[src/hw/rtl/mprf_pkg.sv]
`timescale 1ns / 1ps
`default_nettype none

package mprf_pkg;

  // Ring geometry.
  localparam int RING_DEPTH = 256;
  localparam int PORT_COUNT = 4;
  localparam int MAX_READ   = 64;

  // Derived widths.
  localparam int PTR_W    = $clog2(RING_DEPTH);
  localparam int LEN_W    = PTR_W + 1;
  localparam int PIDX_W   = (PORT_COUNT > 1) ? $clog2(PORT_COUNT) : 1;
  localparam int STORE_AW = $clog2(PORT_COUNT * RING_DEPTH);
  localparam int LIM_W    = $clog2(MAX_READ + 1);

  // Command queue between front and back.
  localparam int CMDQ_DEPTH = 2;

  // Operation codes on the input channel.
  localparam logic [1:0] OP_PUSH  = 2'd0;
  localparam logic [1:0] OP_QUERY = 2'd1;
  localparam logic [1:0] OP_READ  = 2'd2;

  typedef enum logic [1:0] {
    CMD_PUSH,
    CMD_QUERY,
    CMD_READ
  } cmd_kind_t;

  // One classified command as it travels through the queue.
  typedef struct packed {
    cmd_kind_t          kind;
    logic               port_ok;
    logic [PIDX_W-1:0]  idx;
    logic [7:0]         data;
    logic [LIM_W-1:0]   lim;
  } cmd_t;

  // Advance a ring pointer with wrap at the ring depth.
  function automatic logic [PTR_W-1:0] ring_next(input logic [PTR_W-1:0] p);
    if (p == PTR_W'(RING_DEPTH - 1)) begin
      return '0;
    end
    return p + PTR_W'(1);
  endfunction

  // Flat address of a ring slot in the shared byte store.
  function automatic logic [STORE_AW-1:0] store_addr(input logic [PIDX_W-1:0] idx,
                                                     input logic [PTR_W-1:0] ptr);
    return STORE_AW'(idx) * STORE_AW'(RING_DEPTH) + STORE_AW'(ptr);
  endfunction

endpackage

`default_nettype wire

[src/hw/rtl/mprf_front.sv]
`timescale 1ns / 1ps
`default_nettype none

module mprf_front (
  input  wire logic              in_tvalid,
  output logic                   in_tready,
  input  wire logic [15:0]       in_tdata,   // data[7:0], max_len[14:8], zero[15]
  input  wire logic [3:0]        in_tuser,   // operation[1:0], port[3:2]
  output logic                   q_valid,
  input  wire logic              q_ready,
  output mprf_pkg::cmd_t         q_cmd
);
  import mprf_pkg::*;

  logic [1:0] op;
  logic [1:0] port;
  logic [6:0] max_len;
  logic       port_ok;
  logic       keep;

  assign op      = in_tuser[1:0];
  assign port    = in_tuser[3:2];
  assign max_len = in_tdata[14:8];
  assign port_ok = 32'(port) < PORT_COUNT;

  // Items that change nothing and give no result are taken and dropped here.
  assign in_tready = q_ready;
  assign q_valid   = in_tvalid && keep;

  // Classify the beat and saturate the read limit.
  always_comb begin
    keep          = 1'b0;
    q_cmd.kind    = CMD_PUSH;
    q_cmd.port_ok = port_ok;
    q_cmd.idx     = PIDX_W'(port);
    q_cmd.data    = in_tdata[7:0];
    if (32'(max_len) > MAX_READ) begin
      q_cmd.lim = LIM_W'(MAX_READ);
    end else begin
      q_cmd.lim = LIM_W'(max_len);
    end
    unique case (op)
      OP_PUSH: begin
        keep       = port_ok;
        q_cmd.kind = CMD_PUSH;
      end
      OP_QUERY: begin
        keep       = 1'b1;
        q_cmd.kind = CMD_QUERY;
      end
      OP_READ: begin
        keep       = 1'b1;
        q_cmd.kind = CMD_READ;
      end
      default: begin
        keep       = 1'b0;
        q_cmd.kind = CMD_PUSH;
      end
    endcase
  end

endmodule

`default_nettype wire

[config.mk]
export PLATFORM = sky130hd
export DESIGN_NAME = mprf_front
export DESIGN_NICKNAME = d
export VERILOG_FILES = /design/src/hw/rtl/mprf_pkg.sv /design/src/hw/rtl/mprf_front.sv
export SDC_FILE = /design/constraint.sdc
export NUM_CORES = 1
export LEC_CHECK = 0
export ABC_CLOCK_PERIOD_IN_PS = 800
export BUFFER_PORTS_ARGS = -buffer_cell sky130_fd_sc_hd__buf_2
export CORE_AREA = 2 2 39 41
export DETAILED_ROUTE_END_ITERATION = 8
export DIE_AREA = 0 0 41 43
export GPL_TIMING_DRIVEN = 0
export SYNTH_ARGS = -nofsm -noshare
export SYNTH_HDL_FRONTEND = slang
export SYNTH_SLANG_ARGS = --single-unit
[constraint.sdc]
create_clock -name vclk -period 0.8
set_input_delay 0.08 -clock vclk [all_inputs]
set_output_delay 0.08 -clock vclk [all_outputs]
set_load 0.01 [all_outputs]
; After elaboration in Yosys (flattened, before gate mapping)
; Cells that the tools add are included.
[op_classes]
order_cmp = 1
mux = 3
reduce_logical = 3
n_eq_ne = 2
[ops]
columns = operator, n
row1 = 7-bit > comparator (second input constant), 1
row2 = 7-bit two-way mux, 1
row3 = 2-bit case mux with 2 select lines, 1
row4 = 3-bit OR reduction, 1
row5 = 2-bit by 1-bit == test with 1-bit output (second input constant), 1
row6 = 2-bit == test (second input constant), 1
row7 = 2-bit logical NOT, 1
row8 = 1-bit logical AND, 1
row9 = 1-bit two-way mux, 1
[totals]
ff_bits = 0
word_cells = 9
out_inout_bits = 22

; Longest topological paths before layout
[depth]
word_depth = 4
ltp_mapped = 1

; Least setup slack after synthesis
; No wires, ideal clock.
[synth_path]
path_type = input port to output port
start = input in_tvalid
end = output q_valid
path_buffers = 0
slack_ns = 0.340
arrival_ns = 0.380
stages = 1
cell_sequence = a21boi_0
[synth_between]
elab_chain_cells = 1
[synth_lines]
columns = item, line
row1 = start: declaration, mprf_front.sv:5  ; input wire logic in_tvalid,
row2 = 1-bit logical AND, mprf_front.sv:28  ; assign q_valid = in_tvalid && keep;
row3 = end: declaration, mprf_front.sv:9  ; output logic q_valid,
; Every way passes these cells.

; Worst setup path after layout
[layout_path]
start = input in_tuser[0]
end = output q_valid
[layout_between]
elab_chain_cells = 4
word_cells_on_any_way = 6
classes_between = 2 x eq/ne / 1 x mux / 3 x reduce/logical
[layout_lines]
columns = item, line
row1 = start: declaration, mprf_front.sv:8  ; input wire logic [3:0] in_tuser,
row2 = 2-bit == test (tied with other cells), mprf_front.sv:42  ; unique case (op)
row3 = 3-bit OR reduction (no source line) *, --
row4 = 1-bit two-way mux *, mprf_front.sv:42
row5 = 1-bit logical AND *, mprf_front.sv:28
; Every way passes the cells marked *; elsewhere a longest branch is shown, timed or not.

==> out/metrics.csv <==
metric,value,unit
net count of the mapped netlist,45,
crit-path max FO,3,
share of the synthesized area in the top cell type,58.06,%
class of the most critical setup path,input pin to output pin,
"most common cell after layout, fill and taps aside",buf_2,
flip-flop and latch area,0,µm²
Resize count post-CTS,0,
Die Area,1763,µm²
post-route cell area,330.3,µm²
1st-iter DRT viols,0,
Hold Fails Final Rpt,0,
vias,235,
Final Setup Violations,0,
Min-Delay Endpoint,q_cmd[12],
Die Span Y,43,µm
overall routed net length,527,µm
most frequent cells in the layout,"31 x buf_2, 12 x buf_4, 8 x nor2b_1",
Mean Syn Cell Area,6.746,µm²
Hold Path Stages,2,
Routed Antenna Nets,0,
DR WL/cell,7.529,µm
DRT Pass-1 Iters,1,
arrival time worst endpoint,0.48,ns
Clock buffer cells,0,
gate count of the mapped netlist,23,
hold path startpoint,in_tdata[5],
"delay-heaviest family, CP",buffers and inverters,
outcome,"finished, final reports clean",
Fin Hold WS,0.3432,ns
P_leak,0.2104,nW
Post-Syn Area,155.1,µm²
sequential cells,0,
Post-Layout Cell Count,70,
FMAX,1779,MHz
I/O pin count,44,
Synth area leaders,"buf_4 58%, nor2b_1 32%, a21boi_0 4.8%",
Vias/cell,3.357,
Final Max Tran Viols,0,
vias in the first global route,206,
total power,0.1733,mW
Peak supply drop,105.6,µV
Placed Cells,70,
Critical Path Start Type,input pin,
"most used cell, CP",buf_2,
max incr delay on CP,0.15,ns
Synth Warn #,0,
floorplan die width,41,µm
Power Density,524.7,nW/µm²
first-pass GRT wire length,765,µm
Final min period,0.5620,ns
largest net degree at the start of global routing,8,
worst hold path class,input pin to output pin,
unrepaired setup endpoints after global routing,no,
hold_buf cts,0,
Worst Path Required,0.72,ns
CP Capture Type,output pin,
largest area contributor in the netlist,buf_4,
I/O Buffers,31,
GP Congestion,0.5939,
share of cells above drive strength 1,79.63,%
P&R area growth vs syn,112.9,%
Starting Density,11.21,%
GR Overflow Total,0,
core area,1384,µm²
Total Neg Setup Slack,0,ns
final net count,78,
antenna cell count,0,
"Buf+Inv Stages, Crit Path",2,
synth unique cells,5,
GRT Resource Usage Total,5.694,%
Rows,14,
area post-placement,330.3,µm²
antenna violations before repair,0,
max-cap violation count,0,
slowest CP cell,buf_2,
crit-path cells,"buf_2, a21boi_0, buf_2",
postcts setup bufs,0,
period utilization,70.25,%
DRC errors left,0,
"Seq/Total Area, Yosys",0,%
logic make-up (layout without fill, tap and decap cells):
group / Yosys count / in the layout / share of synthesized area (%)
and+or+nand+nor: 8 / 8 / 32.26
other: 1 / 1 / 2.417
buffers and inverters: 13 / 44 / 60.48
AOI/OAI and AO/OA: 1 / 1 / 4.841
metal layers:
layer  wire length [µm]  GRT usage, %  up-vias
met3                 81             0        0
met4                  0             0        0
met5                  0             0        -
li1                   -             -      117
met1                136         4.747       94
met2                309         13.13       24
through the flow:
stage / worst slack (ns) / utilization, %
finish: 0.2380 / 23.87
global route: 0.1768 / 23.87
CTS: 0.2363 / 23.87
detailed placement: 0.2363 / 23.87
global placement: 0.2495 / 23.87
floorplan: 0.3403 / -
where the power goes:
part           internal (mW)  switching [mW]  total (mW)
sequential                 0               0           0
combinational          0.102          0.0711       0.173
clock                      0               0           0
total                  0.102          0.0711       0.173
Yosys cell counts:
| cell | count |
|---|---|
| clkbuf_1 | 1 |
| conb_1 | 1 |
| nor2b_1 | 8 |
| buf_4 | 12 |
| a21boi_0 | 1 |
cell type report:
class	instances	area (µm²)
multi-input combinational	10	61.31
fill	162	1054
buffer	13	93.84
timing repair buffer	31	155.1
tap	16	20.02
how the worst max path moves through the flow:
stage               end         start  cells past startpoint  slack [ns]
6_report        q_valid   in_tuser[0]                      3        0.24
5_1_grt         q_valid   in_tuser[0]                      3        0.18
4_1_cts        q_cmd[1]  in_tdata[14]                      3        0.24
3_5_place_dp   q_cmd[1]  in_tdata[14]                      3        0.24
3_3_place_gp    q_valid   in_tuser[0]                      3        0.25
2_1_floorplan   q_valid     in_tvalid                      1        0.34
No activity file was read; power rests on OpenSTA's default activity.
