## src/hw/rtl/mprf_pkg.sv

```systemverilog
`timescale 1ns / 1ps
`default_nettype none

package mprf_pkg;

  // Ring geometry.
  localparam int RING_DEPTH = 256;
  localparam int PORT_COUNT = 4;
  localparam int MAX_READ   = 64;

  // Derived widths.
  localparam int PTR_W    = $clog2(RING_DEPTH);
  localparam int LEN_W    = PTR_W + 1;
  localparam int PIDX_W   = (PORT_COUNT > 1) ? $clog2(PORT_COUNT) : 1;
  localparam int STORE_AW = $clog2(PORT_COUNT * RING_DEPTH);
  localparam int LIM_W    = $clog2(MAX_READ + 1);

  // Command queue between front and back.
  localparam int CMDQ_DEPTH = 2;

  // Operation codes on the input channel.
  localparam logic [1:0] OP_PUSH  = 2'd0;
  localparam logic [1:0] OP_QUERY = 2'd1;
  localparam logic [1:0] OP_READ  = 2'd2;

  typedef enum logic [1:0] {
    CMD_PUSH,
    CMD_QUERY,
    CMD_READ
  } cmd_kind_t;

  // One classified command as it travels through the queue.
  typedef struct packed {
    cmd_kind_t          kind;
    logic               port_ok;
    logic [PIDX_W-1:0]  idx;
    logic [7:0]         data;
    logic [LIM_W-1:0]   lim;
  } cmd_t;

  // Advance a ring pointer with wrap at the ring depth.
  function automatic logic [PTR_W-1:0] ring_next(input logic [PTR_W-1:0] p);
    if (p == PTR_W'(RING_DEPTH - 1)) begin
      return '0;
    end
    return p + PTR_W'(1);
  endfunction

  // Flat address of a ring slot in the shared byte store.
  function automatic logic [STORE_AW-1:0] store_addr(input logic [PIDX_W-1:0] idx,
                                                     input logic [PTR_W-1:0] ptr);
    return STORE_AW'(idx) * STORE_AW'(RING_DEPTH) + STORE_AW'(ptr);
  endfunction

endpackage

`default_nettype wire

```

## src/hw/rtl/mprf_cmd_fifo.sv

```systemverilog
`timescale 1ns / 1ps
`default_nettype none

module mprf_cmd_fifo (
  input  wire logic           clk,
  input  wire logic           rst_n,
  input  wire logic           wr_valid,
  output logic                wr_ready,
  input  wire mprf_pkg::cmd_t wr_cmd,
  output logic                rd_valid,
  input  wire logic           rd_ready,
  output mprf_pkg::cmd_t      rd_cmd
);
  import mprf_pkg::*;

  localparam int AW = (CMDQ_DEPTH > 1) ? $clog2(CMDQ_DEPTH) : 1;
  localparam int CW = $clog2(CMDQ_DEPTH + 1);

  cmd_t          slot_r [CMDQ_DEPTH];
  logic [AW-1:0] wp_r, wp_nxt;
  logic [AW-1:0] rp_r, rp_nxt;
  logic [CW-1:0] cnt_r, cnt_nxt;
  logic          do_wr;
  logic          do_rd;

  assign wr_ready = cnt_r != CW'(CMDQ_DEPTH);
  assign rd_valid = cnt_r != '0;
  assign rd_cmd   = slot_r[rp_r];
  assign do_wr    = wr_valid && wr_ready;
  assign do_rd    = rd_valid && rd_ready;

  // Pointer and fill count updates.
  always_comb begin
    wp_nxt  = wp_r;
    rp_nxt  = rp_r;
    cnt_nxt = cnt_r;
    if (do_wr) begin
      wp_nxt = (wp_r == AW'(CMDQ_DEPTH - 1)) ? '0 : wp_r + AW'(1);
    end
    if (do_rd) begin
      rp_nxt = (rp_r == AW'(CMDQ_DEPTH - 1)) ? '0 : rp_r + AW'(1);
    end
    if (do_wr && !do_rd) begin
      cnt_nxt = cnt_r + CW'(1);
    end else if (do_rd && !do_wr) begin
      cnt_nxt = cnt_r - CW'(1);
    end
  end

  always_ff @(posedge clk) begin
    if (!rst_n) begin
      wp_r  <= '0;
      rp_r  <= '0;
      cnt_r <= '0;
    end else begin
      wp_r  <= wp_nxt;
      rp_r  <= rp_nxt;
      cnt_r <= cnt_nxt;
    end
  end

  // Queue slots carry payload only.
  always_ff @(posedge clk) begin
    if (do_wr) begin
      slot_r[wp_r] <= wr_cmd;
    end
  end

endmodule

`default_nettype wire

```

## config.mk

```make
export PLATFORM = sky130hd
export DESIGN_NAME = mprf_cmd_fifo
export DESIGN_NICKNAME = d
export VERILOG_FILES = /design/src/hw/rtl/mprf_pkg.sv /design/src/hw/rtl/mprf_cmd_fifo.sv
export SDC_FILE = /design/constraint.sdc
export NUM_CORES = 1
export LEC_CHECK = 0
export ABC_CLOCK_PERIOD_IN_PS = 1800
export BUFFER_PORTS_ARGS = -buffer_cell sky130_fd_sc_hd__buf_2
export CAP_MARGIN = 25
export CORE_ASPECT_RATIO = 1.25
export CORE_MARGIN = 2
export CORE_UTILIZATION = 50
export CTS_CLUSTER_SIZE = 25
export DETAILED_ROUTE_END_ITERATION = 8
export GPL_TIMING_DRIVEN = 0
export PLACE_DENSITY = 0.77
export SLEW_MARGIN = 20
export SYNTH_ARGS = -nofsm -noshare
export SYNTH_HDL_FRONTEND = slang
export SYNTH_SLANG_ARGS = --single-unit
```

## constraint.sdc

```tcl
create_clock -name clk -period 1.8 [get_ports clk]
set_input_delay 0.18 -clock clk [delete_from_list [all_inputs] [get_ports clk]]
set_output_delay 0.18 -clock clk [all_outputs]
set_load 0.005 [all_outputs]
```

# After elaboration in Yosys (flattened, before gate mapping)

Memory sizes are Yosys's and may differ from the RTL's. A register that Yosys moved wholly into a read port is not among the register bits.
Cells that the tools add are included.

$add $sub $neg: 4
Equality and inequality tests: 1
Multiplexer cells: 8
Reductions and logical operators: 8

Operators by type and width:

| cell                                              | count |
|---|---|
| 2-to-1 mux 1 bit                                  | 6 |
| logical AND 1 bit                                 | 4 |
| 2-to-1 mux 2 bit                                  | 2 |
| nonzero test 2 bit                                | 2 |
| adder 1 bit (second input constant)               | 2 |
| adder 2 x 1 -> 2 bit (second input constant)      | 1 |
| zero test 1 bit                                   | 2 |
| inequality test 2 bit (second input constant)     | 1 |
| subtractor 2 x 1 -> 2 bit (second input constant) | 1 |

Flip-flop bits (word level): 4
Bits in writable memories: 40
Input bits: 24
Output and inout port bits: 22
Word-level logic and storage cells: 25
Memories kept: 1

Memory list:

| name   | words | bits a word | read ports | clocked after Yosys merged registers in | wr ports | line                | text |
|---|---|---|---|---|---|---|---|
| slot_r | 2     | 20          | 1          | 1                                       | 1        | mprf_cmd_fifo.sv:19 | `cmd_t slot_r [CMDQ_DEPTH];` |

# Longest topological paths before layout

Gate-level depths: netlist of the first run.

Depth in word-level cells: 6
Mapped depth: 6

# Worst setup path before layout of the first run

OpenSTA, ideal clock, no wires.

Path type: reg-to-reg
Start: register cnt_r[0]
End: memory slot_r[1][0] in the netlist's numbering (enable)
Library setup time: 0.378 ns
Data arrival time: 1.125 ns
Data required time: 1.422 ns
Path slack: 0.297 ns
Cell stages (with the launch flop): 3
Buffers on the path: 0
Period minus slack after synthesis: 1.503 ns
Cells stage by stage: dfxtp_1 nand2b_4 and3_1

Cells in the longest elaborated chain, start to end: 4

Ends and longest elaborated chain:

| element                                | line                | text |
|---|---|---|
| from (decl)                            | mprf_cmd_fifo.sv:22 | `logic [CW-1:0] cnt_r, cnt_nxt;` |
| from (signal assigned)                 | mprf_cmd_fifo.sv:58 | `cnt_r <= cnt_nxt;` |
| inequality test 2 bit                  | mprf_cmd_fifo.sv:26 | `assign wr_ready = cnt_r != CW'(CMDQ_DEPTH);` |
| net wr_ready                           | mprf_cmd_fifo.sv:8  | `output logic wr_ready,` |
| logical AND 1 bit                      | mprf_cmd_fifo.sv:29 | `assign do_wr = wr_valid && wr_ready;` |
| 2-to-1 mux 1 bit                       | mprf_cmd_fifo.sv:64 | `if (do_wr) begin` |
| 2-to-1 mux 1 bit (implied by the code) | mprf_cmd_fifo.sv:65 | `slot_r[wp_r] <= wr_cmd;` |
| to (decl)                              | mprf_cmd_fifo.sv:19 |  |

The timed path passes the listed nets, and every way through them passes these cells.

# Worst setup path after layout of the first run

Start: register cnt_r[0]
End: register cnt_r[1]

Cells in the longest elaborated chain, start to end: 5

Ends and longest elaborated chain:

| element                      | line                | text |
|---|---|---|
| inequality test 2 bit *      | mprf_cmd_fifo.sv:26 |  |
| logical AND 1 bit *          | mprf_cmd_fifo.sv:29 |  |
| net do_wr                    | mprf_cmd_fifo.sv:23 | `logic do_wr;` |
| zero test 1 bit              | mprf_cmd_fifo.sv:45 | `end else if (do_rd && !do_wr) begin` |
| logical AND 1 bit            | mprf_cmd_fifo.sv:45 |  |
| nonzero test 2 bit (no line) | -                   |  |

The timed path passes the listed nets; every way through them passes the cells marked *. The select of a mux whose other input is x is not followed.
A chain may end at the register's enable or synchronous reset.

==> run summary, run 1 <==
### Setup path
- sort of element at the end of the critical path: register
- Reg-to-Reg Start: cnt_r[0]
- required time of the critical path: 2030 ps
- FF-to-FF setup slack: 190 ps
- maximum fanout count along the critical path: 5
- kind of critical path: reg2reg
- depth of the worst register-to-register path: 5
- CP Launch Type: register
- worst reg2reg path endpoint: cnt_r[1]
- arrival time of the worst setup path: 1840 ps

### Floorplan
- Die Height: 68.8 um
- die area: 0.00384 mm2
- floorplan die width: 55.8 um
- I/O pins: 46
- number of rows created at floorplan: 23
- starting utilization of the core area: 52.1%
- area of the core: 0.00322 mm2

### Clock network
- Clock transition at path regs: 80 ps
- number of clock sinks seen by CTS: 45
- clock root cell: sky130_fd_sc_hd__clkbuf_8
- clock tree from TritonCTS: done
- Worst-Skew Late Latency: 290 ps
- number of clock buffers inserted by TritonCTS: 5
- number of H-tree levels: 2
- maximum count of clock buffers along a single path: 2
- number of post-CTS setup repair buffers: 0

### Finish
- relative area change from synthesis to final layout: 22.9%
- Final Cell Area: 0.00206 mm2
- Antenna Diode Count: 0
- final cell count without fillers: 176
- Nets: 163
- share of cells above drive strength 1: 56.8%
- number of fill cells: 250

### Yosys
- top cell type's share of synthesized area: 71.5%
- Synth cell types: 19
- number of synthesized flops with an enable pin: 40
- Most used DFF post-synth: sky130_fd_sc_hd__edfxtp_1
- number of warnings issued by yosys: 0
- part of the Yosys area used for sequential elements: 77.5%
- Synth Register Bits: 45
- Synthesized Nets: 111
- dominant cells by area after synthesis: sky130_fd_sc_hd__edfxtp_1, sky130_fd_sc_hd__mux2_2, sky130_fd_sc_hd__dfxtp_1
- Synth async-reset ratio: 0%
- post-synthesis cell count: 86
- cell area after synthesis: 0.00168 mm2
- post-synth top area cell: sky130_fd_sc_hd__edfxtp_1
- most used standard cell by instance count after synthesis: sky130_fd_sc_hd__edfxtp_1
- mean instance size in the synthesized netlist: 19.5 um2
- synth cell count leaders: sky130_fd_sc_hd__edfxtp_1, sky130_fd_sc_hd__mux2_2, sky130_fd_sc_hd__dfxtp_1, sky130_fd_sc_hd__and2_1

### Drt
- total wire length: 2580 um
- iteration count of the initial detailed-routing pass: 6
- vias post-DR: 884
- post-detailed-route DRC marker count: 0
- final antenna-violating net count: 0
- Via density: 5.02
- DR WL/cell: 14.7 um
- drt first-iter violations: 25

### Global routing
- initial antenna violation count: 0
- wire length of the first global-routing pass: 4020 um
- via count of the first global-routing pass: 883
- total congestion overflow: 0
- overall routing resource usage: 14.5%
- maximum number of pins on one net before global-route repair: 21

### Job
- count of maximum capacitance violations: 0

### Timing
- unrepaired setup endpoints after global routing: no
- part of the cycle the worst path needs: 89.5%
- measured slew at the worst slew-check pin: 472 ps
- headroom to the max-slew limit: 68.5%
- Fin Setup TNS: 0 ps
- final count of hold timing violations: 0
- final critical-path required period: 1610 ps
- final worst clock skew: 7.86 ps
- Final Setup Violations: 0
- maximum clock frequency: 621 MHz
- final slew viol count: 0
- worst hold slack across all endpoints: 74.8 ps

### Place
- final weighted congestion in routability-driven placement: 0.615
- count of buffers inserted at the top-level ports: 45
- DP Area: 0.00195 mm2
- placed cells: 168
- Detailed Place HPWL: 1840 um

### Run status
- outcome: finished, final reports clean

### Pwr
- proportion of power drawn by the clock network: 25.7%
- combinational fraction of design power: 25.1%
- Switching Share: 24.6%
- ratio of total power to cell area: 1350 mW/mm2
- power spent charging and discharging nets: 686 uW
- worst vdd rail ir drop: 1.09 mV
- share of total power in sequential cells: 49.2%
- Static Leakage: 0.786 nW
- Pint: 2.10 mW
- Pwr Total: 2.79 mW

### Hold path
- class of the tightest hold or removal check: in2reg
- worst hold path endpoint: slot_r[0][9]
- cell depth of the worst min-delay path: 1
- launch point of the worst hold path: wr_cmd[9]

[flip-flops by register name (all words and copies together), names as in the netlist, named ones only]
| name | cells |
|---|---|
| wp_r | 1 |
| rp_r | 1 |
| cnt_r | 2 |
| slot_r | 40 |
[layout make-up]
type,count,area [um2],area share [%]
Buffer,2,10.0,0.485
Inverter,1,7.51,0.364
Clock inverter,2,35.0,1.70
Timing Repair Buffer,45,225,10.9
Clock buffer,6,72.6,3.52
Multi-Input combinational cell,38,365,17.7
Tap cell,37,46.3,2.24
Sequential cell,45,1300,63.1
[critical path: stages (launching register included)]
cell	delay (ps)
sky130_fd_sc_hd__dfxtp_1	370
sky130_fd_sc_hd__nand2b_4	180
sky130_fd_sc_hd__and2_1	170
sky130_fd_sc_hd__ha_1	330
sky130_fd_sc_hd__or3_1	370
sky130_fd_sc_hd__a21boi_1	140
[cell usage in the layout, fill, tap and decap left out, drive strengths merged]
master     n
or3        1
or2        1
nand2b     1
clkinv     1
clkbuf     6
xor2       1
clkinvlp   1
xnor2      2
bufinv     1
a21boi     2
buf       47
ha         1
dfxtp      5
o21ai      2
and3       1
edfxtp    40
nand3b     1
a21bo      1
mux2      20
and2       4
[cell families (layout without fill, tap and decap cells)]
| logic type | after synthesis | after routing | synth area share [%] |
|---|---|---|---|
| flip-flops | 45 | 45 | 77.5 |
| multiplexers | 20 | 20 | 13.4 |
| XOR/XNOR | 3 | 3 | 1.57 |
| AND/OR/NAND/NOR | 9 | 9 | 3.88 |
| adder cells (fa/ha/maj) | 1 | 1 | 0.745 |
| buffers and inverters | 3 | 56 | 0.819 |
| AO/OA/AOI/OAI | 5 | 5 | 2.09 |
[worst max-delay path by stage]
stage | startpoint | to | slack (ps) | cells after the start
after floorplan | cnt_r[0] | slot_r[1][0] | 300 | 2
after global placement | cnt_r[0] | slot_r[1][5] | 80 | 2
after detailed placement | cnt_r[0] | slot_r[1][4] | 10 | 2
after CTS | cnt_r[0] | slot_r[0][11] | 80 | 3
after global routing | cnt_r[0] | cnt_r[1] | 120 | 5
final | cnt_r[0] | cnt_r[1] | 190 | 5
[power by group through the flow]
stage	logic [mW]	clock network [mW]	registers, mW
4_1_cts	0.713	0.737	1.38
3_3_place_gp	0.677	0	1.39
5_1_grt	0.769	0.781	1.39
2_1_floorplan	0.453	0	1.38
3_5_place_dp	0.708	0	1.40
6_report	0.700	0.717	1.37
[timing repair]
item                       in CTS  in global routing
gates resized for setup         1                  1
setup endpoints to repair       5                 13
hold buffers                    0                  0
[through the flow]
step                      worst slack (ps)  utilization, %
after floorplan                        297               -
after global placement                77.9            60.5
after detailed placement              12.2            60.5
after CTS                             80.7            63.9
after global routing                   122            64.0
final                                  189            64.0
[per-layer routing]
metal / vias to the layer above / global-route usage, % / wire length [um]
li1: 432 / - / -
met1: 424 / 15.5 / 978
met2: 23 / 26.2 / 1430
met3: 5 / 4.48 / 127
met4: 0 / 8.04 / 44
met5: - / 0 / 0
Note: power is estimated with default switching activity, not from simulation.
==> inputs of run 2 (changes only) <==
--- a/config.mk
+++ b/config.mk
@@ -9,7 +9,6 @@
 export BUFFER_PORTS_ARGS = -buffer_cell sky130_fd_sc_hd__buf_2
 export CAP_MARGIN = 25
 export CORE_ASPECT_RATIO = 1.25
-export CORE_MARGIN = 2
 export CORE_UTILIZATION = 50
 export CTS_CLUSTER_SIZE = 25
 export DETAILED_ROUTE_END_ITERATION = 8
==> run summary, run 2 (same netlist as run 1, synthesis figures left out) <==
### Run status
- outcome: finished, final reports clean

### Timing
- final slew viol count: 0, unchanged
- Final Setup Violations: 0, unchanged
- Fin Setup TNS: 0 ps, unchanged
- final worst clock skew: 8.92 ps, +1.06 ps
- final critical-path required period: 1680 ps, +68.1 ps
- final count of hold timing violations: 0, unchanged
- headroom to the max-slew limit: 47.9%, -21 points
- unrepaired setup endpoints after global routing: no
- part of the cycle the worst path needs: 93.3%, +3.8 points
- maximum clock frequency: 595 MHz, -4.1%
- measured slew at the worst slew-check pin: 780 ps, +308 ps

### Setup path
- kind of critical path: reg2reg
- Worst path max stage delay: 590 ps, +220 ps
- sort of element at the end of the critical path: register
- buffering stage count on the worst path with inverters included: 1, +1
- required time of the critical path: 1730 ps, -300 ps
- CP Launch Type: register
- kind of cell adding the most delay to the critical path: buffers and inverters
- standard cell with the maximum stage delay on the critical path: sky130_fd_sc_hd__inv_1
- arrival time of the worst setup path: 1600 ps, -240 ps
- maximum fanout count along the critical path: 20, +15
- cell chain of the critical path: nand2b_4, nand3b_1, inv_1

### Global routing
- overall routing resource usage: 17.2%, +2.6 points
- maximum number of pins on one net before global-route repair: 21, unchanged
- initial antenna violation count: 0, unchanged
- total congestion overflow: 0, unchanged
- wire length of the first global-routing pass: 4050 um, +0.87%
- via count of the first global-routing pass: 908, +2.8%

### Place
- count of buffers inserted at the top-level ports: 45, unchanged
- Detailed Place HPWL: 1810 um, -1.3%
- final weighted congestion in routability-driven placement: 0.630, +2.4%

### Clock network
- maximum count of clock buffers along a single path: 2, unchanged
- number of clock sinks seen by CTS: 45, unchanged
- number of post-CTS setup repair buffers: 0, unchanged
- count of cells resized by post-cts repair: 1, unchanged
- number of clock buffers inserted by TritonCTS: 5, unchanged
- Clock transition at path regs: 90 ps, about the same
- cts hold-fix bufs: 0, unchanged
- clock tree from TritonCTS: done
- clock root cell: sky130_fd_sc_hd__clkbuf_8
- number of H-tree levels: 2, unchanged
- Worst-Skew Late Latency: 300 ps, about the same

### Pwr
- ratio of total power to cell area: 1360 mW/mm2, +0.69%
- Static Leakage: 0.792 nW, +0.75%
- worst vdd rail ir drop: 0.858 mV, -22%
- Pwr Total: 2.81 mW, +0.87%

### Finish
- max reg flops: 40, unchanged
- register ranked first by flip-flop count: slot_r
- Antenna Diode Count: 0, unchanged
- leading cell types in the layout, fill and taps excluded: sky130_fd_sc_hd__buf_2, sky130_fd_sc_hd__edfxtp_1, sky130_fd_sc_hd__mux2_2
- biggest regs: slot_r (40), cnt_r (2)
- relative area change from synthesis to final layout: 23.1%
- Nets: 163, unchanged
- most frequent standard cell in the layout excluding fill and tap cells: sky130_fd_sc_hd__buf_2
- share of cells above drive strength 1: 56.8%, unchanged

### Floorplan
- starting utilization of the core area: 52.6%, +0.47 points
- Die Height: 66.8 um, -2.9%
- number of rows created at floorplan: 23, unchanged
- I/O pins: 46, unchanged
- floorplan die width: 53.8 um, -3.6%
- area of the core: 0.00319 mm2, -0.89%
- die area: 0.00360 mm2, -6.4%

### Drt
- total wire length: 2630 um, +1.8%
- Via density: 5.09, +1.2%
- DR WL/cell: 14.9 um, +1.8%
- final antenna-violating net count: 0, unchanged
- drt first-iter violations: 17, -32%
- iteration count of the initial detailed-routing pass: 4, -2
- vias post-DR: 895, +1.2%
- post-detailed-route DRC marker count: 0, unchanged

### Hold path
- class of the tightest hold or removal check: in2reg

### Job
- count of maximum capacitance violations: 0, unchanged

## run 2: cell types whose count changed in the layout (fill, tap and decap cells not counted), sizes merged
cell,change
clkbuf,-1
inv,+1
## run 2: final timing paths
check	endpoint	startpoint	depth (start not counted)	slack [ps]
hold reg to reg	cnt_r[1]	cnt_r[1]	2	570
setup reg to reg	slot_r[0][9]	cnt_r[0]	3	120
setup / recovery	slot_r[0][9]	cnt_r[0]	3	120
hold / removal	slot_r[0][4]	wr_cmd[4]	1	60
## run 2: report_power, final
group / internal [mW] / leakage (nW) / switching [mW]
clock: 0.415 / 0.0543 / 0.329
sequential: 1.31 / 0.415 / 0.0640
combinational: 0.379 / 0.323 / 0.314
## run 2: worst reg2reg max path, delay by kind of cell (launching register included)
kind,cells,cell delay [ps]
flip-flops,1,440
buffers and inverters,1,590
AND/OR/NAND/NOR,2,290
## run 2: metal layers
| layer | GRT usage (%) | up-vias | part of all wire [%] |
|---|---|---|---|
| met5 | 0 | - | 0 |
| met3 | 5.48 | 6 | 4.9 |
| met1 | 18.1 | 429 | 38 |
| li1 | - | 432 | - |
| met4 | 9.87 | 0 | 1.7 |
| met2 | 29.0 | 28 | 55 |
## run 2: layout make-up
type / instances / area [um2]
clock buffer: 5 / 68.8
fill: 250 / 1130
clock inverter: 3 / 46.3
inverter: 1 / 3.75
multi-input combinational: 38 / 365
timing repair buffer: 45 / 225
buffer: 2 / 10.0
sequential: 45 / 1300
tap: 37 / 46.3
## run 2: per-stage QoR
| step | cells | cell area, um2 | hold WS, ps | setup WS [ps] | utilization [%] |
|---|---|---|---|---|---|
| 4_1_cts | 176 | 2070 | 55.0 | 79.7 | 64.7 |
| 3_5_place_dp | 168 | 1950 | 372 | -2.25 | 61.1 |
| 3_3_place_gp | 168 | 1950 | 369 | 90.1 | 61.1 |
| 5_1_grt | 176 | 2070 | 54.4 | 9.74 | 64.7 |
| 2_1_floorplan | 86 | 1680 | 279 | 297 | - |
| 6_report | 176 | 2070 | 63.6 | 121 | 64.7 |
